File: config.mk
export PLATFORM = sky130hd
export DESIGN_NAME = rsm_window
export DESIGN_NICKNAME = d
export VERILOG_FILES = /design/src/hdl/polyphase_rational_resampler_assert.svh /design/src/hdl/rsm_pkg.sv /design/src/hdl/rsm_window.sv
export SDC_FILE = /design/constraint.sdc
export NUM_CORES = 1
export LEC_CHECK = 0
export BUFFER_PORTS_ARGS = -buffer_cell sky130_fd_sc_hd__clkbuf_2
export CAP_MARGIN = 30
export CORE_MARGIN = 2
export CORE_UTILIZATION = 52
export DETAILED_ROUTE_END_ITERATION = 8
export PLACE_DENSITY = 0.69
export SLEW_MARGIN = 20
export SYNTH_ARGS = -nofsm -noshare
export SYNTH_HDL_FRONTEND = slang
export SYNTH_SLANG_ARGS = --single-unit
File: constraint.sdc
create_clock -name clk -period 2.7 [get_ports clk]
set_input_delay 0.405 -clock clk [delete_from_list [all_inputs] [get_ports clk]]
set_output_delay 0.405 -clock clk [all_outputs]
set_load 0.03 [all_outputs]
File: src/hdl/polyphase_rational_resampler_assert.svh
// assertion macros for the resampler, clocked on clk, held off while rst_n is low
`ifndef POLYPHASE_RATIONAL_RESAMPLER_ASSERT_SVH
`define POLYPHASE_RATIONAL_RESAMPLER_ASSERT_SVH

// same-cycle implication
`define RSM_ASSERT_IMPLY(lbl, ante, cons) \
  lbl: assert property (@(posedge clk) disable iff (!rst_n) (ante) |-> (cons)) \
    else $error("resampler check failed");

// next-cycle implication
`define RSM_ASSERT_NEXT(lbl, ante, cons) \
  lbl: assert property (@(posedge clk) disable iff (!rst_n) (ante) |=> (cons)) \
    else $error("resampler check failed");

`endif

File: src/hdl/rsm_pkg.sv
`timescale 1ns / 1ps
`default_nettype none

package rsm_pkg;

  localparam int SAMPLE_BITS   = 16;
  localparam int FRAC_BITS     = SAMPLE_BITS - 1;
  localparam int COEF_IDX_BITS = 8;
  localparam int REG_BITS      = 5;
  localparam int PEND_BITS     = 5;
  localparam int CFG_IDX_BITS  = 2;

  localparam logic FUNC_SAMPLE = 1'b0;
  localparam logic FUNC_COEF   = 1'b1;

  localparam logic [CFG_IDX_BITS-1:0] REG_RATIO_UP    = 2'd0;
  localparam logic [CFG_IDX_BITS-1:0] REG_RATIO_DOWN  = 2'd1;
  localparam logic [CFG_IDX_BITS-1:0] REG_TAPS_IN_USE = 2'd2;

  localparam logic [REG_BITS-1:0]  RESET_RATIO   = 5'd1;
  localparam logic [REG_BITS-1:0]  RESET_TAPS    = 5'd8;
  localparam logic [PEND_BITS-1:0] RESET_PENDING = 5'd8;

  typedef struct packed {
    logic                          func;
    logic signed [SAMPLE_BITS-1:0] sample_in;
    logic [COEF_IDX_BITS-1:0]      coef_index;
    logic signed [SAMPLE_BITS-1:0] coef_value;
  } in_item_t;

  typedef struct packed {
    logic signed [SAMPLE_BITS-1:0] sample_out;
    logic                          last;
  } out_item_t;

  typedef enum logic [2:0] {
    S_IDLE,
    S_LOAD,
    S_MAC,
    S_DRAIN,
    S_STEP,
    S_EMIT,
    S_PASS
  } state_t;

  // tags travelling alongside one memory read into the multiply-accumulate
  typedef struct packed {
    logic valid;
    logic first;
    logic last;
  } mac_ctl_t;

endpackage

`default_nettype wire

File: src/hdl/rsm_window.sv
`timescale 1ns / 1ps
`default_nettype none

// circular sample window; entries never written since reset read as zero
module rsm_window #(
  parameter int MAX_TAPS  = 16,
  parameter int PTR_BITS  = $clog2(MAX_TAPS)
) (
  input  wire logic                                clk,
  input  wire logic                                rst_n,
  input  wire logic                                wr_en,
  input  wire logic [rsm_pkg::SAMPLE_BITS-1:0]     wr_data,
  output logic      [PTR_BITS-1:0]                 newest,
  input  wire logic [PTR_BITS-1:0]                 rd_addr,
  output logic      [rsm_pkg::SAMPLE_BITS-1:0]     rd_data
);

  logic [rsm_pkg::SAMPLE_BITS-1:0] mem_r [MAX_TAPS];
  logic [rsm_pkg::SAMPLE_BITS-1:0] rd_data_r;
  logic [MAX_TAPS-1:0]             valid_r, valid_nxt;
  logic [PTR_BITS-1:0]             newest_r, newest_nxt;

  always_comb begin
    newest_nxt = newest_r;
    valid_nxt  = valid_r;
    if (wr_en) begin
      newest_nxt = (32'(newest_r) == MAX_TAPS - 1) ? '0 : newest_r + 1'b1;
      valid_nxt[newest_nxt] = 1'b1;
    end
  end

  always_ff @(posedge clk) begin
    if (!rst_n) begin
      newest_r <= '0;
      valid_r  <= '0;
    end else begin
      newest_r <= newest_nxt;
      valid_r  <= valid_nxt;
    end
  end

  always_ff @(posedge clk) begin
    if (wr_en) begin
      mem_r[newest_nxt] <= wr_data;
    end
    rd_data_r <= valid_r[rd_addr] ? mem_r[rd_addr] : '0;
  end

  assign newest  = newest_r;
  assign rd_data = rd_data_r;

endmodule

`default_nettype wire

* Word level (Yosys, flattened, before mapping)
Memory sizes are Yosys's and may differ from the RTL's. A register that Yosys moved wholly into a read port is not among the register bits. Cells that the tools add are included.
Storage, ports and cells: register bits 20, bits in writable memories 256, bits of input ports 23, output and inout bits 20, word-level logic and storage cells 19, memories kept 1
Memories:
- mem_r | depth 16, width 16, rd ports 1, clocked after memory_dff 1, write ports 1, RTL line rsm_window.sv:18 | logic [rsm_pkg::SAMPLE_BITS-1:0] mem_r [MAX_TAPS];
Cells by class: add/sub/neg operators 1, $lt $le $gt $ge 3, eq/ne operators 1, mux-type cells 8, bitwise logic cells 1, reduce and logical (&&, ||, !) cells 2
Operator list (number):
- OR 16 bit | 1
- less-than comparator 4 x 5 -> 1 bit (second input constant) | 2
- 2-to-1 mux 4 bit | 2
- adder 4 x 1 -> 4 bit (second input constant) | 1
- binary-select mux 1 bit (select 4 bit) | 1
- demux 1 bit (select 4 bit) | 1
- equality test 4 bit (second input constant) | 1
- greater-or-equal comparator 4 x 1 -> 1 bit (second input constant) | 1
- 2-to-1 mux 1 bit | 4
- logical AND 1 bit | 1
- zero test 1 bit | 1

* Depth between registers and ports, before layout
depth after elaboration 7, gate-level depth with buffers 6, depth with buffers taken out 5

* Worst setup path before layout
Ideal clock, no wire load.
kind register to register, start point register newest_r[0], in the netlist newest[0], end point memory mem_r[12][0] (netlist bit) (enable), library setup time 0.388 ns, data arrival time 2.326 ns, required time 2.312 ns, setup slack -0.014 ns, cell stages (with the launch flop) 5, path buffers 0, clock period less this slack 2.714 ns, cell sequence dfxtp_1 inv_1 ha_1 or3b_2 nor2_1
On the way: cells in the longest elaborated chain, start to end 3
Ends and longest elaborated chain:
- from (decl) | RTL line rsm_window.sv:21 | logic [PTR_BITS-1:0] newest_r, newest_nxt;
- from (signal assigned) | RTL line rsm_window.sv:37 | newest_r <= newest_nxt;
- adder 4 x 1 -> 4 bit / equality test 4 bit (equally long branches) | RTL line rsm_window.sv:27 | newest_nxt = (32'(newest_r) == MAX_TAPS - 1) ? '0 : newest_r + 1'b1;
- 2-to-1 mux 4 bit | RTL line rsm_window.sv:27
- 2-to-1 mux 4 bit (*) | RTL line rsm_window.sv:26 | if (wr_en) begin
- to (decl) | RTL line rsm_window.sv:18
Every way passes the cells marked *; elsewhere a longest branch is shown, timed or not.

* Worst setup path in the final report
start point register newest_r[1], in the netlist newest[1], end point memory mem_r[13][9] (netlist bit) (enable)
The elaborated chain is that of the path after synthesis.

==> impl_metrics.tcl <==
set metrics [dict create \
    cts_num_sinks 292 \
    clk_pin_slew_ps 60 \
    maxSlewHeadroom_pct 45.1 \
    finalWirelength_um 22600 \
    vias 5546 \
    syn-num-nets 567 \
    io_buffers 42 \
    synth_top_family_by_area "multiplexers" \
    die_w_um 150 \
    arrival_ps 2740 \
    cp_slowest_stage_delay_ps 580 \
    io_pins 43 \
    track_usage_pct 20.8 \
    synthMuxAreaShare_pct 13.9 \
    swShare_pct 19.8 \
    max_freq_ghz 0.400 \
    cp.required_ps 2940 \
    finClkSkew_ps 6.36 \
    routedWlPerCell_um 24.6 \
    pwr-share-seq_pct 52.5 \
    hpwl_um 13600 \
    synth_seq_area_share_pct 76.0 \
    start_util_pct 52.8 \
    path_buf_inv 2 \
    drive_gt1_share_pct 33.5 \
    cap_violations 0 \
    numCtsBuffers 28 \
    crit_type "flip-flop to flip-flop" \
    switchingPower_w 0.00188 \
    synth_area_leaders "edfxtp_1, mux4_2, dfxtp_1" \
    cts_tree "yes" \
    nets 649 \
    start_kind "flip-flop" \
    grt_pass1_vias 5789 \
    dr.pass1.iters 5 \
    synthDistinctLibCells 35 \
    finalHoldViolCount 0 \
    synth_xor_area_share_pct 0.158 \
    p_per_area_mw_per_mm2 740 \
    drtIter0Drc 532 \
    pwr-share-comb_pct 4.8 \
    synth_area_per_cell_sq_um 20.5 \
    vdd_drop_max_mv 0.426 \
    outcome "finished clean" \
    holdWs_ps 270 \
    tightest_slew_ps 815 \
    gp_congestion 0.870 \
    clk_path_buf_depth 3 \
    synthArstFlopShare_pct 0 \
    cts_resized 0 \
    worstPathCellList "ha_1, buf_4, a21oi_1, o21a_1, o21ai_0, nor2_2, buf_6" \
    cts_root_buffer "clkbuf_16" \
    postCtsSetupBuffers 0 \
    synthSimpleGateAreaFrac_pct 2.70 \
    fillers 1484 \
    drcViolationCount 0 \
    netlist.area_leader.share_pct 69.5 \
    hold_path.class "input pin to flip-flop" \
    dpl-instance-area_sq_mm 0.0118 \
    drv_slew 0 \
    critical_path.slowest_cell "nor2_2" \
    synth_compound_area_share_pct 5.07 \
    synth_seq_cells 292 \
    die_area_sq_mm 0.0225 \
    grt_overflow_total 0 \
    rows 53 \
    synthAdderAreaFrac_pct 0.452 \
    cellInternalPower_w 0.00761 \
    design_area_sq_mm 0.0128 \
    area_growth_pct 16.0 \
    yosysMostFrequentCell "edfxtp_1" \
    vias_per_cell 6.03 \
    power_leakage_nw 4.20 \
    syn_area_sq_mm 0.0111 \
    core_area_sq_mm 0.0210 \
    ys.flop_type "edfxtp_1" \
    period_share_pct 92.6 \
    postCtsHoldBufs 0 \
    power_frac_clock_pct 42.7 \
    synth_edf_count 256 \
    yosys-top-cells-count "edfxtp_1, mux4_2, dfxtp_1" \
    setup_violations 0 \
    antenna_cells 0 \
    grt_pass1_wl_um 34300 \
    yosysTopAreaCell "edfxtp_1" \
    cp_top_family "compound AO/OA/AOI/OAI gates" \
    synth_warnings 0 \
    grt_max_degree 39 \
    antenna_found_initial 0 \
    die_height_um 150 \
    ant_nets 0 \
    h-tree-depth 1 \
    rsz0062_at_grt "false" \
    end_kind "flip-flop" \
    crit_fanout 13 \
    clock_latency_ps 530 \
    netlist_instances 540 \
    min_period_ps 2500 \
]
==> sequential cells by signal, summed over array words and instances (netlist names) <==
name and flops:
newest 4, mem_r 256, valid_r 16, rd_data 16
==> power by group through the flow <==
stage,clock (W),combinational [W],sequential [W]
6_report,0.00405,0.000460,0.00498
5_1_grt,0.00430,0.000496,0.00499
4_1_cts,0.00411,0.000464,0.00498
3_5_place_dp,0,0.000463,0.00508
3_3_place_gp,0,0.000449,0.00508
2_1_floorplan,0,0.000256,0.00509
==> kinds of logic after synthesis <==
family / count (synthesis)
muxes: 69
AOI/OAI and AO/OA: 82
buffers and inverters: 32
and+or+nand+nor: 59
DFF: 292
xor gates and xnor gates: 2
adders and majority gates: 4
==> cells in the final DEF (no fill, tap or decap), types with 5 or more instances in the layout <==
cell type,instances
a21oi_1,20
a22oi_1,32
a31oi_1,5
buf_12,5
buf_4,33
bufinv_16,5
clkbuf_16,29
clkbuf_2,40
clkinv_2,7
dfxtp_1,36
edfxtp_1,256
mux4_2,68
nand2_1,7
nor2_1,12
nor2_2,15
nor2b_1,8
o21a_1,13
==> final timing paths <==
check                               endpoint  depth (start not counted)       start  slack (ps)
worst max-delay path            mem_r[13][9]                          7   newest[1]         200
worst min-delay path            mem_r[15][8]                          1  wr_data[8]         270
worst max register to register  mem_r[13][9]                          7   newest[1]         200
worst min register to register    valid_r[1]                          1  valid_r[1]         470
==> per-layer routing <==
| layer | wire (um) | up-vias | track usage [%] | part of all wire, % |
|---|---|---|---|---|
| li1 | - | 2391 | - | - |
| met1 | 9280 | 2925 | 28.4 | 41 |
| met2 | 11400 | 185 | 34.7 | 50 |
| met3 | 1370 | 45 | 3.45 | 6.1 |
| met4 | 551 | 0 | 7.03 | 2.4 |
| met5 | 0 | - | 0 | 0 |
==> stage by stage <==
| step | instances | util (%) | setup TNS [ps] | total power (W) | setup WS (ps) |
|---|---|---|---|---|---|
| final | 919 | 61.3 | 0 | 0.00950 | 199 |
| after global routing | 919 | 61.3 | 0 | 0.00978 | 62.6 |
| after CTS | 916 | 61.1 | 0 | 0.00956 | 20.2 |
| after detailed placement | 864 | 56.4 | 0 | 0.00554 | 86.2 |
| after global placement | 864 | 56.4 | 0 | 0.00553 | 225 |
| after floorplan | 540 | - | -680 | 0.00535 | -14.1 |
==> final cells by class <==
class / count / area, sq um / area share, %
multi-input combinational: 216 / 2520 / 19.6
clock buffer: 33 / 751 / 5.85
timing repair buffer: 82 / 591 / 4.60
tap: 275 / 344 / 2.68
inverter: 2 / 7.51 / 0.0585
sequential: 292 / 8410 / 65.5
clock inverter: 19 / 224 / 1.74
Note: power is estimated with default switching activity, not from simulation.
