$ cat src/hdl/polyphase_rational_resampler_assert.svh
// assertion macros for the resampler, clocked on clk, held off while rst_n is low
`ifndef POLYPHASE_RATIONAL_RESAMPLER_ASSERT_SVH
`define POLYPHASE_RATIONAL_RESAMPLER_ASSERT_SVH

// same-cycle implication
`define RSM_ASSERT_IMPLY(lbl, ante, cons) \
  lbl: assert property (@(posedge clk) disable iff (!rst_n) (ante) |-> (cons)) \
    else $error("resampler check failed");

// next-cycle implication
`define RSM_ASSERT_NEXT(lbl, ante, cons) \
  lbl: assert property (@(posedge clk) disable iff (!rst_n) (ante) |=> (cons)) \
    else $error("resampler check failed");

`endif

$ cat src/hdl/rsm_pkg.sv
`timescale 1ns / 1ps
`default_nettype none

package rsm_pkg;

  localparam int SAMPLE_BITS   = 16;
  localparam int FRAC_BITS     = SAMPLE_BITS - 1;
  localparam int COEF_IDX_BITS = 8;
  localparam int REG_BITS      = 5;
  localparam int PEND_BITS     = 5;
  localparam int CFG_IDX_BITS  = 2;

  localparam logic FUNC_SAMPLE = 1'b0;
  localparam logic FUNC_COEF   = 1'b1;

  localparam logic [CFG_IDX_BITS-1:0] REG_RATIO_UP    = 2'd0;
  localparam logic [CFG_IDX_BITS-1:0] REG_RATIO_DOWN  = 2'd1;
  localparam logic [CFG_IDX_BITS-1:0] REG_TAPS_IN_USE = 2'd2;

  localparam logic [REG_BITS-1:0]  RESET_RATIO   = 5'd1;
  localparam logic [REG_BITS-1:0]  RESET_TAPS    = 5'd8;
  localparam logic [PEND_BITS-1:0] RESET_PENDING = 5'd8;

  typedef struct packed {
    logic                          func;
    logic signed [SAMPLE_BITS-1:0] sample_in;
    logic [COEF_IDX_BITS-1:0]      coef_index;
    logic signed [SAMPLE_BITS-1:0] coef_value;
  } in_item_t;

  typedef struct packed {
    logic signed [SAMPLE_BITS-1:0] sample_out;
    logic                          last;
  } out_item_t;

  typedef enum logic [2:0] {
    S_IDLE,
    S_LOAD,
    S_MAC,
    S_DRAIN,
    S_STEP,
    S_EMIT,
    S_PASS
  } state_t;

  // tags travelling alongside one memory read into the multiply-accumulate
  typedef struct packed {
    logic valid;
    logic first;
    logic last;
  } mac_ctl_t;

endpackage

`default_nettype wire

$ cat src/hdl/rsm_mac.sv
`timescale 1ns / 1ps
`default_nettype none

// registered product, accumulator, then round half up and saturate
module rsm_mac #(
  parameter int MAX_TAPS = 16
) (
  input  wire logic                                   clk,
  input  wire logic                                   rst_n,
  input  wire rsm_pkg::mac_ctl_t                      ctl,
  input  wire logic signed [rsm_pkg::SAMPLE_BITS-1:0] coef,
  input  wire logic signed [rsm_pkg::SAMPLE_BITS-1:0] samp,
  output logic                                        done,
  output logic signed      [rsm_pkg::SAMPLE_BITS-1:0] result
);

  localparam int SB   = rsm_pkg::SAMPLE_BITS;
  localparam int FB   = rsm_pkg::FRAC_BITS;
  localparam int PB   = 2 * SB;
  localparam int AB   = PB + $clog2(MAX_TAPS) + 1;
  localparam int RB   = AB + 1 - FB;
  localparam logic signed [AB:0] HALF = (AB + 1)'(1) <<< (FB - 1);

  logic signed [PB-1:0] prod_r;
  rsm_pkg::mac_ctl_t    prod_ctl_r;
  logic signed [AB-1:0] acc_r;
  logic                 done_r;
  logic signed [AB:0]   rnd;
  logic signed [RB-1:0] shr;
  logic                 fits;

  always_ff @(posedge clk) begin
    prod_r <= coef * samp;
    if (prod_ctl_r.valid) begin
      acc_r <= prod_ctl_r.first ? AB'(prod_r) : acc_r + AB'(prod_r);
    end
  end

  always_ff @(posedge clk) begin
    if (!rst_n) begin
      prod_ctl_r <= '0;
      done_r     <= 1'b0;
    end else begin
      prod_ctl_r <= ctl;
      done_r     <= prod_ctl_r.valid && prod_ctl_r.last;
    end
  end

  always_comb begin
    rnd  = {acc_r[AB-1], acc_r} + HALF;
    shr  = rnd[AB:FB];
    fits = (&shr[RB-1:SB-1]) || !(|shr[RB-1:SB-1]);
    if (fits) begin
      result = shr[SB-1:0];
    end else if (shr[RB-1]) begin
      result = {1'b1, {(SB-1){1'b0}}};
    end else begin
      result = {1'b0, {(SB-1){1'b1}}};
    end
  end

  assign done = done_r;

endmodule

`default_nettype wire

$ cat config.mk
export PLATFORM = sky130hd
export DESIGN_NAME = rsm_mac
export DESIGN_NICKNAME = d
export VERILOG_FILES = /design/src/hdl/polyphase_rational_resampler_assert.svh /design/src/hdl/rsm_pkg.sv /design/src/hdl/rsm_mac.sv
export SDC_FILE = /design/constraint.sdc
export NUM_CORES = 1
export LEC_CHECK = 0
export BUFFER_PORTS_ARGS = -buffer_cell sky130_fd_sc_hd__buf_2
export CAP_MARGIN = 20
export CORE_MARGIN = 2
export CORE_UTILIZATION = 38
export CTS_CLUSTER_DIAMETER = 100
export CTS_CLUSTER_SIZE = 30
export DETAILED_ROUTE_END_ITERATION = 8
export PLACE_DENSITY = 0.6
export SKIP_CTS_REPAIR_TIMING = 1
export SLEW_MARGIN = 0
export SYNTH_ARGS = -nofsm -noshare
export SYNTH_HDL_FRONTEND = slang
export SYNTH_SLANG_ARGS = --single-unit
$ cat constraint.sdc
create_clock -name clk -period 5.8 [get_ports clk]
set_clock_uncertainty 0.2 [all_clocks]
set_input_delay 0.58 -clock clk [delete_from_list [all_inputs] [get_ports clk]]
set_output_delay 0.58 -clock clk [all_outputs]
set_load 0.05 [all_outputs]
[Yosys cells after proc, flatten, opt, wreduce, memory -nomap -nowiden]
Index checks and enable logic that the tools add are counted.
Word-level totals
  register bits: 73
  bits in latches: 0
  RAM bits: 0
  bits in read-only memories: 0
  input port bits: 37
  logic and storage cells: 17
  memories: 0
Operators by class
  add/sub/neg operators: 2
  $mul: 1
  div/mod/pow operators: 0
  magnitude comparators: 0
  equal/unequal tests: 0
  shift-type cells: 0
  multiplexer cells: 3
  bitwise logic cells: 0
  reduce and logical (&&, ||, !) cells: 5
Operators with widths (number)
  adder 37 x 16 -> 38 bit, second input constant: 1
  adder 37 x 32 -> 37 bit: 1
  2-to-1 mux 37 bit: 1
  multiplier 16 x 16 -> 32 bit: 1
  2-to-1 mux 16 bit: 2
  AND reduction 8 bit: 1
  OR reduction 8 bit: 1
  logical AND 1 bit: 1
  logical NOT 1 bit: 1
  logical OR 1 bit: 1

[Depth between registers and ports, before layout]
  depth after elaboration: 5
  depth in mapped cells: 24
  depth with buffers taken out: 23

[Worst setup path before layout]
OpenSTA, ideal clock, no wires.
  kind: input to register
  start: input port samp[2] in the netlist's numbering
  end: register prod_r[25]
  setup time: 95 ps
  data arrival time: 6017 ps
  data required time: 5505 ps
  slack: -513 ps
  stages: 23
  cell sequence: clkbuf_1 -> and2_1 -> fa_1 -> inv_1 -> fa_1 -> fa_1 -> inv_1 -> fa_1 -> fa_1 -> inv_1 -> fa_1 -> inv_1 -> ha_1 -> clkbuf_1 -> a21o_1 -> a21o_1 -> a21oi_1 -> o21a_1 -> o31a_1 -> nor2b_1 -> o31a_1 -> o31a_1 -> o311ai_1
Between the ends
  word-level cells in the longest chain between the ends: 1
RTL lines
  start: declaration: line rsm_mac.sv:12  | input wire logic signed [rsm_pkg::SAMPLE_BITS-1:0] samp,
  multiplier 16 x 16 -> 32 bit: line rsm_mac.sv:33  | prod_r <= coef * samp;
  end signal: assignment: line rsm_mac.sv:33
  end: declaration: line rsm_mac.sv:24  | logic signed [PB-1:0] prod_r;
Every way passes these cells.
A chain may end at the register's enable or synchronous reset.

[Final worst setup path]
  start: input port coef[2] in the netlist's numbering
  end: register prod_r[25]
Between the ends
  word-level cells in the longest chain between the ends: 1
RTL lines
  start: declaration: line rsm_mac.sv:11  | input wire logic signed [rsm_pkg::SAMPLE_BITS-1:0] coef,
  multiplier 16 x 16 -> 32 bit: line rsm_mac.sv:33
Every way passes these cells.

==> run_results.csv <==
group,metric,value,unit
clock_network,clock_latency,0.35,ns
critical_path,cp_data_required_time,5.85,ns
critical_path,path_cells,"buf_4, and2_4, fa_1, fa_1, fa_1, fa_1, fa_1, inv_1, fa_1, inv_2, ha_4, a21o_1, a21o_1, a21oi_2, o21a_1, o31a_1, nor2b_1, o31a_1, o31a_1, o311ai_2",
final_layout,multi_input_area,0.01190,mm²
floorplanning,rows,72,
critical_path,crit_type,"in -> reg",
logic_synthesis,synth_cells,1622,
status,violations,"setup timing",
sta,worst_slack,-0.04848,ns
detailed_routing,num_vias,11190,
status,status,"finished, violations left",
sta,maxSlewHeadroom,43.13,%
hold_path,hold_depth,2,
placement,post-place-ws,-0.6771,ns
placement,port_buffers,53,
logic_synthesis,yosysWarningCount,0,
critical_path,path_buf_inv,3,
detailed_routing,wl_met3,809,µm
floorplanning,start_util,38.29,%
logic_synthesis,async_flop_share,0,%
clock_network,cts_root_buf,"clkbuf_16",
floorplanning,die_w,200.7,µm
global_route,grt_start_max_net_pins,76,
critical_path,worstReg2RegEnd,"acc_r[34]$_DFFE_PP_",
sta,period_needed,5.848,ns
critical_path,worstPathArrival,5.90,ns
detailed_routing,drt_first_pass_iters,5,
final_layout,drive_gt1_share,19.70,%
critical_path,r2r_start,"acc_r[0]$_DFFE_PP_",
floorplanning,die-area,0.04026,mm²
critical_path,cp_common_cell,"fa_1",
critical_path,reg2reg_depth,12,
run,drv_cap,0,
hold_path,whs_endpoint,"prod_ctl_r[2]$_SDFF_PN0_",
detailed_routing,drt_wl_total,33680,µm
global_route,grt_pass1_vias,11880,
floorplanning,die_h,200.7,µm
clock_network,cts_tree,"built",
sta,setup_viol,2,
clock_network,htree_levels,3,
critical_path,crit_path_max_fanout,7,
logic_synthesis,yosysSeqAreaShare,12.46,%
hold_path,worstHoldPathType,"in -> reg",
detailed_routing,avgViaCountPerCell,4.834,
placement,gp_congestion,0.8649,
hold_path,hp-start,"ctl[2]",
final_layout,fin_util,45.64,%
detailed_routing,drtIter0Drc,587,
sta,finalHoldViolCount,0,
final_layout,syn_to_final_growth,19.18,%
critical_path,cp-end-kind,"register",
placement,dp_hpwl,29130,µm
final_layout,fillers,3813,
sta,tightest_slew,0.8421,ns
logic_synthesis,syn_nets,2041,
sta,rsz0062_at_grt,"true",
clock_network,clock-sinks,73,
logic_synthesis,synth_area,0.01470,mm²
logic_synthesis,avgSynthCellArea,9.060,µm²
final_layout,diodes,0,
logic_synthesis,ys.flop_type,"edfxtp_1",
clock_network,numCtsBuffers,9,
global_route,grt_pass1_wl,57940,µm
critical_path,crit_family,"adder cells",
detailed_routing,drt-met1-wl,16030,µm
detailed_routing,wl_met2,16330,µm
final_layout,fin_nets,2211,
critical_path,critPathSlowestCell,"fa_1",
global_route,antenna_found_initial,0,
critical_path,r2r_slack,2.06,ns
critical_path,crit_path_max_incr_delay,0.56,ns
critical_path,crit_path_start_kind,"primary input",
global_route,grt_usage,17.52,%
detailed_routing,route.antenna.remaining_nets,0,
sta,slew_viol_final,0,
detailed_routing,wl_per_cell,14.55,µm
logic_synthesis,ys_ff_latch,73,
global_route,overflow,0,
final_layout,seqCellArea,0.001833,mm²
detailed_routing,highest_layer,"met4",
floorplanning,design.core.area,0.03838,mm²
clock_network,cts_buffer_depth,2,
sta,finalCritPeriodShare,100.8,%
detailed_routing,drcViolationCount,0,
logic_synthesis,synth_edf_count,37,
logic_synthesis,yosysUniqueCellTypes,71,
floorplanning,ios,54,
sta,fmax,0.1710,GHz
clock_network,path_clk_slew,0.07,ns
[layout by cell type (no fill, tap or decap), types with 5 or more instances in the layout]
cell,n
clkbuf_16,9
xnor2_1,44
a21oi_1,60
and2_1,117
nor2b_1,8
buf_6,30
o21a_1,16
o21ai_1,20
inv_1,300
nand4_1,8
o21bai_1,12
nor3_1,12
nand2_2,7
a21o_1,35
ha_4,13
and2_4,17
nand2_1,185
dfxtp_1,35
nand3_1,17
fa_1,242
a211oi_1,8
ha_1,103
nand2b_1,11
o21ai_0,39
xor2_1,26
fa_2,21
inv_2,21
o31a_1,5
edfxtp_1,37
buf_4,143
nor2_1,40
a31oi_1,7
a21oi_2,18
and3_1,6
buf_2,25
o31ai_1,7
[state kept, by name, summed over array words and instances, names as in the netlist]
| register | count |
|---|---|
| acc_r | 37 |
| prod_ctl_r | 3 |
| done | 1 |
| prod_r | 32 |
[cell usage after synthesis (10+ instances only)]
library cell  count  area, µm²
o21ai_0          42      210.2
o21a_1           16      120.1
nand2b_1         11      68.82
edfxtp_1         37       1111
a21o_1           35      262.8
o21bai_1         13      97.59
fa_1            263       5265
dfxtp_1          36      720.7
inv_1           321       1205
ha_1            119       1489
a21oi_2          10      87.58
a21oi_1          68      340.3
and2_1          134      838.3
clkbuf_1         45      168.9
xnor2_1          45      394.1
o21ai_1          20      100.1
xor2_1           26      227.7
nand2_1         191      716.9
nor3_1           12      60.06
nor2_1           44      165.2
nand3_1          17      85.08
[area by class of cell]
type                            instances  area share [%]
Multi-Input combinational cell       1180           67.96
Sequential cell                        73           10.47
Timing Repair Buffer                  207           9.401
Inverter                              321           6.880
Tap cell                              518           3.701
Clock buffer                           10           1.364
Clock inverter                          6          0.2286
[cell families after synthesis]
kind of cell / synth area share [%]
buffers and inverters: 9.527
AND/OR/NAND/NOR: 15.74
XOR/XNOR: 4.232
multiplexers: 0.2129
AO/OA/AOI/OAI: 11.86
adder cells (fa/ha/maj): 45.96
flip-flops: 12.46
[worst reg2reg max path: stages, from the launching register on]
cell and delay [ns]:
edfxtp_1 0.37, ha_1 0.20, inv_1 0.07, fa_1 0.21
nor2b_1 0.07, o31a_1 0.28, o31ai_1 0.36, a21oi_1 0.28
o41ai_1 0.62, o211a_1 0.29, o22ai_1 0.18, or2_0 0.24
a41oi_1 0.22
[per-layer routing]
metal  track usage, %  up-vias
li1                 -     5467
met1            23.74     5537
met2            30.51      160
met3            1.380       26
met4            4.312        0
met5                0        -
[worst max path at each step]
stage | start | endpoint | cells past startpoint
global placement | coef[9] | prod_r[25]$_DFF_P_ | 21
finish | coef[2] | prod_r[25]$_DFF_P_ | 20
floorplan | samp[5] | prod_r[25]$_DFF_P_ | 23
global route | samp[2] | prod_r[25]$_DFF_P_ | 22
CTS | coef[9] | prod_r[25]$_DFF_P_ | 21
detailed placement | coef[9] | prod_r[25]$_DFF_P_ | 21
[per-stage QoR]
stage | setup TNS, ns | instance area, µm² | instances | hold WS (ns)
2_1_floorplan | -0.5992 | 14980 | 1622 | 0.2290
3_3_place_gp | -4.941 | 16660 | 2293 | 0.2373
3_5_place_dp | -5.962 | 16660 | 2293 | 0.2376
4_1_cts | -1.520 | 16940 | 2309 | 0.2353
5_1_grt | -1.134 | 17510 | 2315 | 0.2439
6_report | -0.05052 | 17510 | 2315 | 0.2404
Power is left out: the tool's default activity adds up to more than one toggle a clock period on the data nets, which glitch-free logic cannot reach.
